### config.mk
export PLATFORM = sky130hd
export DESIGN_NAME = run_length_escape_encoder_core
export DESIGN_NICKNAME = d
export VERILOG_FILES = /design/src/rtl/core/rlee_pkg.sv /design/src/rtl/core/rlee_front.sv /design/src/rtl/core/rlee_queue.sv /design/src/rtl/core/rlee_back.sv /design/src/rtl/core/run_length_escape_encoder_core.sv
export SDC_FILE = /design/constraint.sdc
export NUM_CORES = 1
export LEC_CHECK = 0
export ABC_AREA = 0
export BUFFER_PORTS_ARGS = -buffer_cell sky130_fd_sc_hd__buf_2
export CORE_ASPECT_RATIO = 0.9
export CORE_UTILIZATION = 40
export CTS_CLUSTER_DIAMETER = 200
export DETAILED_ROUTE_END_ITERATION = 12
export GPL_ROUTABILITY_DRIVEN = 0
export PLACE_DENSITY = 0.67
export SLEW_MARGIN = 20
export SYNTH_ARGS = -nofsm -noshare
export SYNTH_HDL_FRONTEND = slang
export SYNTH_SLANG_ARGS = --single-unit
### constraint.sdc
create_clock -name i_clk -period 9.1 [get_ports i_clk]
set_input_delay 1.365 -clock i_clk [delete_from_list [all_inputs] [get_ports i_clk]]
set_output_delay 1.365 -clock i_clk [all_outputs]
set_load 0.01 [all_outputs]
### src/rtl/core/rlee_pkg.sv
// ----------------------------------------------------------------------------
// Run-length escape encoder - package
// Payload types, group descriptors and constants shared by the core.
// ----------------------------------------------------------------------------
`default_nettype none

package rlee_pkg;

    // Input item
    typedef struct packed {
        logic [7:0] in_byte;
        logic       end_of_stream;
    } t_in;

    // Result item
    typedef struct packed {
        logic [7:0] out_byte;
        logic       last_of_run;
    } t_out;

    // One group: byte and its extra-copy count
    typedef struct packed {
        logic [7:0] byte_val;
        logic [3:0] count;
    } t_group;

    // Work for one input item: g0 always present, g1 optional
    typedef struct packed {
        t_group g0;
        logic   g1_valid;
        t_group g1;
    } t_entry;

    // Configuration register indexes
    typedef logic [1:0] t_cfg_idx;
    localparam t_cfg_idx CFG_ESCAPE_BYTE = 2'd0;
    localparam t_cfg_idx CFG_MAX_EXTRA   = 2'd1;

    localparam logic [7:0] ESCAPE_RESET = 8'd36;   // '$'
    localparam logic [3:0] MAX_RESET    = 4'd9;
    localparam logic [3:0] MAX_LIMIT    = 4'd9;
    localparam logic [3:0] MAX_FLOOR    = 4'd1;
    localparam logic [7:0] DIGIT_BASE   = 8'h30;   // '0'

endpackage

`default_nettype wire

### src/rtl/core/rlee_front.sv
// ----------------------------------------------------------------------------
// Run-length escape encoder - front end
// Holds the current run and classifies each byte into zero, one or two
// finished groups, which are pushed to the group queue as one entry.
// ----------------------------------------------------------------------------
`default_nettype none

module rlee_front (
    input  wire logic          i_clk,
    input  wire logic          i_rst_n,
    input  wire logic          i_accept,
    input  wire rlee_pkg::t_in i_item,
    input  wire logic [3:0]    i_max_extra,
    output logic               o_push,
    output rlee_pkg::t_entry   o_entry
);
    import rlee_pkg::*;

    logic [7:0] r_held_byte, n_held_byte;
    logic       r_held_valid, n_held_valid;
    logic [3:0] r_extra, n_extra;

    logic [3:0] max_eff;
    logic [3:0] extra_inc;
    logic       same_run;

    // Clamp the run limit into 1..9
    always_comb begin
        if (i_max_extra < MAX_FLOOR) begin
            max_eff = MAX_FLOOR;
        end else if (i_max_extra > MAX_LIMIT) begin
            max_eff = MAX_LIMIT;
        end else begin
            max_eff = i_max_extra;
        end
    end

    assign extra_inc = r_extra + 4'd1;
    assign same_run  = r_held_valid && (i_item.in_byte == r_held_byte) && (r_extra < max_eff);

    // Classify the byte into groups and the next run state
    always_comb begin
        n_held_byte  = r_held_byte;
        n_held_valid = r_held_valid;
        n_extra      = r_extra;
        o_push       = 1'b0;
        o_entry      = '0;
        if (i_accept) begin
            if (same_run) begin
                // Run grows; flush at the limit or on the end mark
                if ((extra_inc >= max_eff) || i_item.end_of_stream) begin
                    o_push           = 1'b1;
                    o_entry.g0       = '{byte_val: r_held_byte, count: extra_inc};
                    n_held_valid     = 1'b0;
                    n_extra          = '0;
                end else begin
                    n_extra          = extra_inc;
                end
            end else begin
                // New byte: flush the old run, the new one may flush at once
                n_held_byte = i_item.in_byte;
                n_extra     = '0;
                if (r_held_valid) begin
                    o_push     = 1'b1;
                    o_entry.g0 = '{byte_val: r_held_byte, count: r_extra};
                    if (i_item.end_of_stream) begin
                        o_entry.g1_valid = 1'b1;
                        o_entry.g1       = '{byte_val: i_item.in_byte, count: 4'd0};
                    end
                end else if (i_item.end_of_stream) begin
                    o_push     = 1'b1;
                    o_entry.g0 = '{byte_val: i_item.in_byte, count: 4'd0};
                end
                n_held_valid = !i_item.end_of_stream;
            end
        end
    end

    // Run state
    always_ff @(posedge i_clk) begin
        if (!i_rst_n) begin
            r_held_byte  <= '0;
            r_held_valid <= 1'b0;
            r_extra      <= '0;
        end else begin
            r_held_byte  <= n_held_byte;
            r_held_valid <= n_held_valid;
            r_extra      <= n_extra;
        end
    end

endmodule

`default_nettype wire

### src/rtl/core/rlee_queue.sv
// ----------------------------------------------------------------------------
// Run-length escape encoder - group queue
// Short register queue of group entries between front and back end.
// ----------------------------------------------------------------------------
`default_nettype none

module rlee_queue #(
    parameter int DEPTH = 4
) (
    input  wire logic            i_clk,
    input  wire logic            i_rst_n,
    input  wire logic            i_push,
    input  wire rlee_pkg::t_entry i_entry,
    input  wire logic            i_pop,
    output rlee_pkg::t_entry     o_head,
    output logic                 o_empty,
    output logic                 o_full
);
    import rlee_pkg::*;

    localparam int PTR_W = (DEPTH > 1) ? $clog2(DEPTH) : 1;
    localparam int CNT_W = $clog2(DEPTH + 1);

    t_entry           r_mem [DEPTH];
    logic [PTR_W-1:0] r_wr_ptr, r_rd_ptr;
    logic [CNT_W-1:0] r_count;
    logic             do_push, do_pop;

    assign o_empty = (r_count == '0);
    assign o_full  = (r_count == CNT_W'(DEPTH));
    assign o_head  = r_mem[r_rd_ptr];
    assign do_push = i_push && !o_full;
    assign do_pop  = i_pop && !o_empty;

    function automatic logic [PTR_W-1:0] ptr_inc(input logic [PTR_W-1:0] p);
        return (p == PTR_W'(DEPTH - 1)) ? '0 : p + 1'b1;
    endfunction

    // Entry storage
    always_ff @(posedge i_clk) begin
        if (do_push) begin
            r_mem[r_wr_ptr] <= i_entry;
        end
    end

    // Pointers and fill level
    always_ff @(posedge i_clk) begin
        if (!i_rst_n) begin
            r_wr_ptr <= '0;
            r_rd_ptr <= '0;
            r_count  <= '0;
        end else begin
            if (do_push) begin
                r_wr_ptr <= ptr_inc(r_wr_ptr);
            end
            if (do_pop) begin
                r_rd_ptr <= ptr_inc(r_rd_ptr);
            end
            if (do_push && !do_pop) begin
                r_count <= r_count + 1'b1;
            end else if (do_pop && !do_push) begin
                r_count <= r_count - 1'b1;
            end
        end
    end

endmodule

`default_nettype wire

### src/rtl/core/rlee_back.sv
// ----------------------------------------------------------------------------
// Run-length escape encoder - back end
// Walks the queue head one output byte per cycle unless results stall: byte,
// then marker and count digit for repeated groups, into a registered result stage.
// ----------------------------------------------------------------------------
`default_nettype none

module rlee_back (
    input  wire logic             i_clk,
    input  wire logic             i_rst_n,
    input  wire rlee_pkg::t_entry i_head,
    input  wire logic             i_head_empty,
    output logic                  o_head_pop,
    input  wire logic [7:0]       i_escape_byte,
    input  wire logic             i_pop,
    output logic                  o_empty,
    output rlee_pkg::t_out        o_out
);
    import rlee_pkg::*;

    typedef enum logic [2:0] {
        S_G0_BYTE,
        S_G0_ESC,
        S_G0_DIGIT,
        S_G1_BYTE,
        S_G1_ESC,
        S_G1_DIGIT
    } t_step;

    t_step      r_step, n_step;
    t_out       r_out, n_out;
    logic       r_out_valid, n_out_valid;
    logic       advance;
    logic       entry_done;
    logic [7:0] cur_byte;

    assign advance = !r_out_valid || i_pop;

    // Byte for the current step and the step after it
    always_comb begin
        cur_byte   = i_head.g0.byte_val;
        n_step     = S_G0_BYTE;
        entry_done = 1'b0;
        unique case (r_step)
            S_G0_BYTE: begin
                cur_byte = i_head.g0.byte_val;
                if (i_head.g0.count != '0) begin
                    n_step = S_G0_ESC;
                end else if (i_head.g1_valid) begin
                    n_step = S_G1_BYTE;
                end else begin
                    entry_done = 1'b1;
                end
            end
            S_G0_ESC: begin
                cur_byte = i_escape_byte;
                n_step   = S_G0_DIGIT;
            end
            S_G0_DIGIT: begin
                cur_byte = DIGIT_BASE + {4'd0, i_head.g0.count};
                if (i_head.g1_valid) begin
                    n_step = S_G1_BYTE;
                end else begin
                    entry_done = 1'b1;
                end
            end
            S_G1_BYTE: begin
                cur_byte = i_head.g1.byte_val;
                if (i_head.g1.count != '0) begin
                    n_step = S_G1_ESC;
                end else begin
                    entry_done = 1'b1;
                end
            end
            S_G1_ESC: begin
                cur_byte = i_escape_byte;
                n_step   = S_G1_DIGIT;
            end
            S_G1_DIGIT: begin
                cur_byte   = DIGIT_BASE + {4'd0, i_head.g1.count};
                entry_done = 1'b1;
            end
            default: begin
                entry_done = 1'b1;
            end
        endcase
    end

    // Load the result stage whenever it is free or being taken
    always_comb begin
        n_out       = r_out;
        n_out_valid = r_out_valid;
        o_head_pop  = 1'b0;
        if (advance) begin
            n_out_valid = !i_head_empty;
            if (!i_head_empty) begin
                n_out      = '{out_byte: cur_byte, last_of_run: entry_done};
                o_head_pop = entry_done;
            end
        end
    end

    // Step sequencer and result register
    always_ff @(posedge i_clk) begin
        if (!i_rst_n) begin
            r_step      <= S_G0_BYTE;
            r_out_valid <= 1'b0;
        end else begin
            r_out_valid <= n_out_valid;
            if (advance && !i_head_empty) begin
                r_step <= entry_done ? S_G0_BYTE : n_step;
            end
        end
        r_out <= n_out;
    end

    assign o_empty = !r_out_valid;
    assign o_out   = r_out;

endmodule

`default_nettype wire

### src/rtl/core/run_length_escape_encoder_core.sv
// Path: an accepted byte that closes a group has its entry written into the
// group queue at the accepting edge; the result register is then loaded from
// the queue head once the result stage is free or being taken.
// Throughput: one byte accepted per cycle while the group queue has room; one
// result per cycle while results are taken; a byte yields 0 to 4 result bytes.
// Reset: synchronous active low; clears the held run, queue and result stage,
// and loads escape byte '$' and run limit 9. No clearing pass.
// ----------------------------------------------------------------------------
// Run-length escape encoder core
// Front end classifies bytes into groups, a short queue decouples it from the
// back end, which spells each group out one byte per cycle unless results stall.
// ----------------------------------------------------------------------------
`default_nettype none

module run_length_escape_encoder_core #(
    parameter int QUEUE_DEPTH = 4
) (
    input  wire logic               i_clk,
    input  wire logic               i_rst_n,
    // input side
    input  wire logic               push,
    output logic                    full,
    input  wire rlee_pkg::t_in      i_in,
    // result side
    output logic                    empty,
    input  wire logic               pop,
    output rlee_pkg::t_out          o_out,
    // configuration
    input  wire logic               i_cfg_valid,
    output logic                    o_cfg_ready,
    input  wire rlee_pkg::t_cfg_idx i_cfg_index,
    input  wire logic [7:0]         i_cfg_data
);
    import rlee_pkg::*;

    logic [7:0] r_escape_byte;
    logic [3:0] r_max_extra;
    logic       in_accept;
    logic       q_push, q_pop, q_empty, q_full;
    t_entry     q_in, q_head;

    assign o_cfg_ready = 1'b1;
    assign full        = q_full;
    assign in_accept   = push && !q_full;

    // Configuration registers
    always_ff @(posedge i_clk) begin
        if (!i_rst_n) begin
            r_escape_byte <= ESCAPE_RESET;
            r_max_extra   <= MAX_RESET;
        end else if (i_cfg_valid && o_cfg_ready) begin
            case (i_cfg_index)
                CFG_ESCAPE_BYTE: r_escape_byte <= i_cfg_data;
                CFG_MAX_EXTRA:   r_max_extra   <= i_cfg_data[3:0];
                default: ;
            endcase
        end
    end

    rlee_front u_front (
        .i_clk       (i_clk),
        .i_rst_n     (i_rst_n),
        .i_accept    (in_accept),
        .i_item      (i_in),
        .i_max_extra (r_max_extra),
        .o_push      (q_push),
        .o_entry     (q_in)
    );

    rlee_queue #(
        .DEPTH (QUEUE_DEPTH)
    ) u_queue (
        .i_clk   (i_clk),
        .i_rst_n (i_rst_n),
        .i_push  (q_push),
        .i_entry (q_in),
        .i_pop   (q_pop),
        .o_head  (q_head),
        .o_empty (q_empty),
        .o_full  (q_full)
    );

    rlee_back u_back (
        .i_clk         (i_clk),
        .i_rst_n       (i_rst_n),
        .i_head        (q_head),
        .i_head_empty  (q_empty),
        .o_head_pop    (q_pop),
        .i_escape_byte (r_escape_byte),
        .i_pop         (pop),
        .o_empty       (empty),
        .o_out         (o_out)
    );

endmodule

`default_nettype wire

# ---- Yosys cells after proc, flatten, opt, wreduce, memory -nomap -nowiden
# Memories as Yosys holds them, arrays and structs flattened. A register that Yosys moved wholly into a read port is not among the register bits.
# Cells that the tools add are included.
dict set report totals {
  register_bits 45
  mem_bits_rw 100
  input_bits 24
  output_inout_bits 12
  memories 1
}
dict set report op_classes {
  add_sub_neg 7
  order_cmp 4
  eq_ne 11
  n_mux 39
  bitwise_logic 2
  n_reduce_logical 28
}
# name depth word_bits rd rd_clocked_by_memory_dff wr line
set mem_list {}
lappend mem_list {u_queue.r_mem 4 25 1 1 1 rlee_queue.sv:24} ;# t_entry r_mem [DEPTH];
# cell n
set ops {}
lappend ops {{12-bit two-way mux} 4}
lappend ops {{13-bit two-way mux} 3}
lappend ops {{8-bit one-hot mux with 4 select lines} 1}
lappend ops {{25-bit two-way mux} 1}
lappend ops {{4-bit two-way mux} 4}
lappend ops {{3-bit two-way mux} 5}
lappend ops {{3-bit one-hot mux with 5 select lines} 1}
lappend ops {{6-bit by 4-bit adder with 7-bit output (first input constant)} 2}
lappend ops {{1-bit two-way mux} 14}
lappend ops {{2-bit two-way mux} 5}
lappend ops {{2-bit AND reduction} 5}
lappend ops {{3-bit == test (second input constant)} 3}
lappend ops {{8-bit == test} 1}
lappend ops {{1-bit logical AND} 8}
lappend ops {{4-bit nonzero test} 2}
lappend ops {{3-bit by 2-bit == test with 1-bit output (second input constant)} 2}
lappend ops {{1-bit zero test} 6}
lappend ops {{3-bit zero test} 2}
lappend ops {{2-bit by 1-bit adder with 2-bit output (second input constant)} 2}
lappend ops {{4-bit by 1-bit adder with 4-bit output (second input constant)} 1}
lappend ops {{2-bit == test (second input constant)} 2}
lappend ops {{4-bit greater-or-equal comparator} 1}
lappend ops {{4-bit > comparator (second input constant)} 1}
lappend ops {{4-bit by 1-bit less-than comparator with 1-bit output (second input constant)} 1}
lappend ops {{12 further kinds} 14}

# ---- Longest topological paths before layout
dict set report depth {
  ltp_word 13
  mapped_depth 14
}

# ---- Modules after synthesis
# Synthesis repeated with hierarchy kept, for this count alone.
dict set report hier_totals {
  cells_unflattened 506
  hier_area_um2 6889.1
}
# module n_inst cells_per_inst area_each_um2 seq_area_each_um2
set modules_own_cells {}
lappend modules_own_cells {rlee_queue 1 182 4131.5 3183.1}
lappend modules_own_cells {rlee_front 1 161 1256.2 260.2}
lappend modules_own_cells {rlee_back 1 107 965.9 350.3}
lappend modules_own_cells {run_length_escape_encoder_core 1 56 535.5 240.2}

# ---- Worst setup path before layout
# No wires, ideal clock.
dict set report synth_timing {
  kind {input to register}
  startpoint {input i_in[0] (netlist name)}
  endpoint {register u_queue.r_count[2]}
  setup_time_ns 0.076
  arrival_ns 3.596
  required_ns 9.024
  path_slack_ns 5.429
  stages 11
  path_cell_list {or4_1 a21oi_1 nor3_2 o21ai_4 nor2_1 ha_1 inv_1 fa_1 xor2_1 or3_1 a21boi_0}
}
dict set report synth_via {
  elab_chain_cells 8
}
# item line
set synth_rtl {}
lappend synth_rtl {{from (decl)} run_length_escape_encoder_core.sv:23} ;# input wire rlee_pkg::t_in i_in,
lappend synth_rtl {{1-bit two-way mux / 1-bit logical OR (equally long branches)} {rlee_front.sv:70, rlee_front.sv:51}}
lappend synth_rtl {{1-bit two-way mux (on tied branches)} {rlee_front.sv:63, rlee_front.sv:51}}
lappend synth_rtl {{1-bit two-way mux (*)} rlee_front.sv:49} ;# if (same_run) begin
lappend synth_rtl {{1-bit two-way mux (*)} rlee_front.sv:48} ;# if (i_accept) begin
lappend synth_rtl {{1-bit logical AND (*)} rlee_queue.sv:32} ;# assign do_push = i_push && !o_full;
lappend synth_rtl {{net u_queue.do_push} rlee_queue.sv:27} ;# logic do_push, do_pop;
lappend synth_rtl {{1-bit zero test} rlee_queue.sv:61} ;# end else if (do_pop && !do_push) begin
lappend synth_rtl {{1-bit logical AND} rlee_queue.sv:61}
lappend synth_rtl {{2-bit nonzero test (no source line)} -}
lappend synth_rtl {{to (signal assigned)} rlee_queue.sv:60} ;# r_count <= r_count + 1'b1;
lappend synth_rtl {{to (signal assigned)} rlee_queue.sv:62} ;# r_count <= r_count - 1'b1;
lappend synth_rtl {{to (decl)} rlee_queue.sv:26} ;# logic [CNT_W-1:0] r_count;
# The timed path passes the listed nets; every way through them passes the cells marked *.
# A chain may end at the register's enable or synchronous reset.

# ---- Worst setup path after layout
dict set report layout_timing {
  startpoint {register r_max_extra[1]}
  endpoint {register u_queue.r_count[2]}
}
dict set report layout_via {
  elab_chain_cells 12
}
# item line
set layout_rtl {}
lappend layout_rtl {{from (decl)} run_length_escape_encoder_core.sv:37} ;# logic [3:0] r_max_extra;
lappend layout_rtl {{from (signal assigned)} run_length_escape_encoder_core.sv:54} ;# CFG_MAX_EXTRA: r_max_extra <= i_cfg_data[3:0];
lappend layout_rtl {{4-bit > comparator} rlee_front.sv:31} ;# end else if (i_max_extra > MAX_LIMIT) begin
lappend layout_rtl {{4-bit two-way mux} rlee_front.sv:31}
lappend layout_rtl {{4-bit two-way mux (*)} rlee_front.sv:29} ;# if (i_max_extra < MAX_FLOOR) begin
lappend layout_rtl {{4-bit greater-or-equal comparator} rlee_front.sv:51} ;# if ((extra_inc >= max_eff) || i_item.end_of_stream) begin
lappend layout_rtl {{1-bit logical OR} rlee_front.sv:51}
lappend layout_rtl {{1-bit two-way mux} rlee_front.sv:51}
lappend layout_rtl {{1-bit two-way mux (*)} rlee_front.sv:49}
lappend layout_rtl {{1-bit two-way mux (*)} rlee_front.sv:48}
lappend layout_rtl {{1-bit logical AND (*)} rlee_queue.sv:32}
lappend layout_rtl {{net u_queue.do_push} rlee_queue.sv:27}
lappend layout_rtl {{1-bit zero test} rlee_queue.sv:61}
lappend layout_rtl {{1-bit logical AND} rlee_queue.sv:61}
lappend layout_rtl {{2-bit nonzero test (no source line)} -}
# Marked as above.

==> impl_table.tex <==
\begin{tabular}{lr}
\hline
Metric & Value \\
\hline
\multicolumn{2}{l}{\textbf{CTS}} \\
\quad Number of buffers added for setup after CTS & 0 \\
\quad Num CTS Buffers & 17 \\
\quad TritonCTS clock tree & built \\
\quad Number of buffers added to fix hold violations after cts & 0 \\
\quad Clock latency of the later-clocked register in the worst-skew pair & 420 ps \\
\quad Deepest clock path buffer count & 2 \\
\quad H-tree levels & 4 \\
\quad Clk root buf & clkbuf\_16 \\
\quad Cells resized by post-CTS repair & 0 \\
\quad \# clock sinks & 131 \\
\quad Clock transition at path regs & 60 ps \\
\multicolumn{2}{l}{\textbf{Flow run}} \\
\quad Max capacitance violation total & 0 \\
\multicolumn{2}{l}{\textbf{Critical path}} \\
\quad Setup crit end kind & flip-flop \\
\quad Critical path start-end classification & flip-flop to flip-flop \\
\quad Maximum net fanout on the critical path & 10 \\
\quad Worst-case register-to-register setup slack & 5130 ps \\
\quad Element type at the critical path start & flip-flop \\
\quad Data arrival, critical path & 4300 ps \\
\quad Worst Path Required & 9430 ps \\
\multicolumn{2}{l}{\textbf{Drt}} \\
\quad Antenna-violating nets left & 0 \\
\quad Drt via density & 5.27 \\
\quad Vias after detailed routing & 3,781 \\
\quad First-pass iteration count of the detailed router & 5 \\
\quad Detail-routed net length per standard cell & 16.9 µm \\
\quad Routed wire length & 12.1 mm \\
\quad \# DRC & 0 \\
\quad Iteration-0 DRC Markers & 258 \\
\multicolumn{2}{l}{\textbf{Synthesis}} \\
\quad Main combinational cell family by area after synthesis & simple AND/OR/NAND/NOR gates \\
\quad Share of synthesized area spent on multiplexers & 12.3\% \\
\quad Area share of the leading cell type in the synthesized netlist & 46.3\% \\
\quad Mean instance size in the synthesized netlist & 12.7 µm² \\
\quad Portion of the post-synthesis area used by sequential elements & 58.9\% \\
\quad Arithmetic-cell share of the synthesized area counting full adders, half adders and majority gates & 3.44\% \\
\quad Syn nets & 516 \\
\quad Yosys Warn Count & 0 \\
\quad Fraction of registers with async set/reset & 0\% \\
\quad Number of unique standard cell types used by synthesis & 54 \\
\quad Synth Area in Simple Gates & 12.5\% \\
\quad Post-synthesis instance total & 476 \\
\quad Most frequently used flop master after synthesis & edfxtp\_1 \\
\quad Cell accounting for the most synthesized area & edfxtp\_1 \\
\quad Compound-gate portion of the synthesized area & 8.46\% \\
\quad EDFF count, synth & 93 \\
\quad Area of the mapped netlist & 6030 µm² \\
\quad FF+latch count, synth & 131 \\
\quad Parity-gate share of the synthesized area counting xor and xnor cells & 1.74\% \\
\quad Largest cells by area after synthesis & edfxtp\_1, dfxtp\_1, mux4\_2 \\
\multicolumn{2}{l}{\textbf{Finish}} \\
\quad Multi-input logic area & 2330 µm² \\
\quad Most common cell after layout, fill and taps aside & edfxtp\_1 \\
\quad Fraction of layout instances using a drive strength above 1 & 18.9\% \\
\quad Storage element area & 3550 µm² \\
\quad Number of nets in the layout & 546 \\
\quad Diodes inserted & 0 \\
\quad Layout fillers & 1,287 \\
\quad Leading cell types in the layout, fill and taps excluded & edfxtp\_1, nand2\_1, nor2\_1 \\
\quad Area growth, synth to finish & 15.5\% \\
\multicolumn{2}{l}{\textbf{Placement}} \\
\quad Port buffer count & 34 \\
\quad Total half-perimeter wirelength after legalization and detailed placement & 8.39 mm \\
\multicolumn{2}{l}{\textbf{Timing}} \\
\quad Worst hold slack & 487 ps \\
\quad Least-Margin Pin Slew & 1060 ps \\
\quad Max Transition Viols Final & 0 \\
\quad Worst-case headroom to the max-slew limit & 29.2\% \\
\quad RSZ-0062 raised after global routing & false \\
\quad Achievable frequency & 252 MHz \\
\quad Final period util & 43.6\% \\
\quad Number of setup violations in the final report & 0 \\
\quad Number of endpoints with negative hold slack in the final report & 0 \\
\quad Worst Skew & 8.72 ps \\
\quad Total negative slack & 0 ps \\
\quad Post-layout min period & 3970 ps \\
\multicolumn{2}{l}{\textbf{Global routing}} \\
\quad Number of global-route vias before repair & 3,655 \\
\quad Global-route wire length before repair & 19.6 mm \\
\quad Pin count of the biggest net entering global routing & 42 \\
\quad Number of antenna violations at the first check in global routing & 0 \\
\quad Total overflow reported by the global router & 0 \\
\quad All-layer global routing usage & 16.7\% \\
\multicolumn{2}{l}{\textbf{Hold path}} \\
\quad Type of the tightest min-delay check & flip-flop to flip-flop \\
\multicolumn{2}{l}{\textbf{Die}} \\
\quad Number of I/O pins & 36 \\
\quad Core box area & 14,700 µm² \\
\quad Die Span Y & 119 µm \\
\quad Overall die area & 15,600 µm² \\
\quad Horiz. Die Dim & 131 µm \\
\quad \# rows & 42 \\
\quad Starting utilization of the core area & 41.0\% \\
\multicolumn{2}{l}{\textbf{Status}} \\
\quad Status & complete, no violations \\
\multicolumn{2}{l}{\textbf{Power and ir drop}} \\
\quad Power, Total & 0.00177 W \\
\quad Worst VDD drop & 0.000145 V \\
\quad Pwr dens & 254 nW/µm² \\
\quad Leakage component of the power & 2.49 nW \\
\hline
\end{tabular}
final cells by class:
| type | instances | area share, % |
|---|---|---|
| Timing Repair Buffer | 38 | 2.98 |
| Multi-Input combinational cell | 308 | 33.4 |
| Clock buffer | 23 | 7.00 |
| Clock inverter | 9 | 1.49 |
| Tap cell | 198 | 3.56 |
| Sequential cell | 131 | 51.0 |
| Inverter | 10 | 0.539 |
synthesized netlist by cell type (6+ instances only):
master,instances
and2_1,15
edfxtp_1,93
nor2b_1,14
xor2_1,10
a21boi_1,11
o21ai_1,12
mux4_2,19
nand3_1,6
dfxtp_1,38
inv_1,10
clkbuf_1,18
ha_1,15
mux2i_1,27
nor3_1,7
nand2_1,43
o21ai_0,7
a21oi_1,23
nor2_1,41
critical path: stages, from the launching register on:
cell      delay, ps
dfxtp_1         370
o21ai_0         170
or3b_2          480
ha_1            280
nand2_1          70
a21oi_1          70
nor3_2          430
o21ai_4         170
nor2_1          420
ha_1            270
inv_1            60
fa_1            370
xor2_1          180
or3_1           320
a21boi_0        200
sequential cells by signal (all words and copies together) (netlist names), named ones only:
name and count:
u_queue.r_wr_ptr 2, r_max_extra 4, u_queue.r_mem 84, u_queue.r_rd_ptr 2, u_front.r_held_valid 1, u_back.r_step 3, r_escape_byte 8, u_back.o_out 9
u_back.r_out_valid 1, u_front.r_held_byte 8, u_front.r_extra 4, u_queue.r_count 3
kinds of logic after synthesis:
| family | Yosys count |
|---|---|
| AND/OR/NAND/NOR | 151 |
| flip-flops | 131 |
| AO/OA/AOI/OAI | 78 |
| multiplexers | 50 |
| buffers and inverters | 37 |
| adder cells (fa/ha/maj) | 16 |
| XOR/XNOR | 12 |
| other | 1 |
metrics by stage:
step / setup WS [ps] / utilization, % / std cells / instance area [µm²]
global route: 4900 / 47.3 / 717 / 6970
global placement: 4940 / 43.2 / 684 / 6360
CTS: 5190 / 47.2 / 716 / 6950
floorplan: 5430 / - / 476 / 6030
finish: 5130 / 47.3 / 717 / 6970
detailed placement: 4800 / 43.2 / 684 / 6360
layer usage:
layer / share of wire, % / vias up / GRT usage [%]
li1: - / 1809 / -
met1: 48 / 1866 / 22.7
met2: 46 / 91 / 25.2
met3: 4.2 / 15 / 4.63
met4: 1.2 / 0 / 6.32
met5: 0 / - / 0
worst paths after layout:
| path | end | start | cells after the start |
|---|---|---|---|
| setup / recovery | u_queue.r_count[2]$_SDFFE_PN0P_ | r_max_extra[1]$_SDFFE_PN0P_ | 14 |
| hold / removal | u_front.r_held_byte[2]$_SDFFE_PN0P_ | u_front.r_held_byte[2]$_SDFFE_PN0P_ | 2 |
| hold reg to reg | u_front.r_held_byte[2]$_SDFFE_PN0P_ | u_front.r_held_byte[2]$_SDFFE_PN0P_ | 2 |
| setup reg to reg | u_queue.r_count[2]$_SDFFE_PN0P_ | r_max_extra[1]$_SDFFE_PN0P_ | 14 |
power breakdown:
group	leakage, nW	switching [W]	internal (W)	total, W
combinational	1.03	0.000198	0.000139	0.000336
clock	0.279	0.000239	0.000430	0.000668
sequential	1.18	0.0000458	0.000720	0.000766
total	2.49	0.000482	0.00129	0.00177
Note: power is estimated with default switching activity, not from simulation.
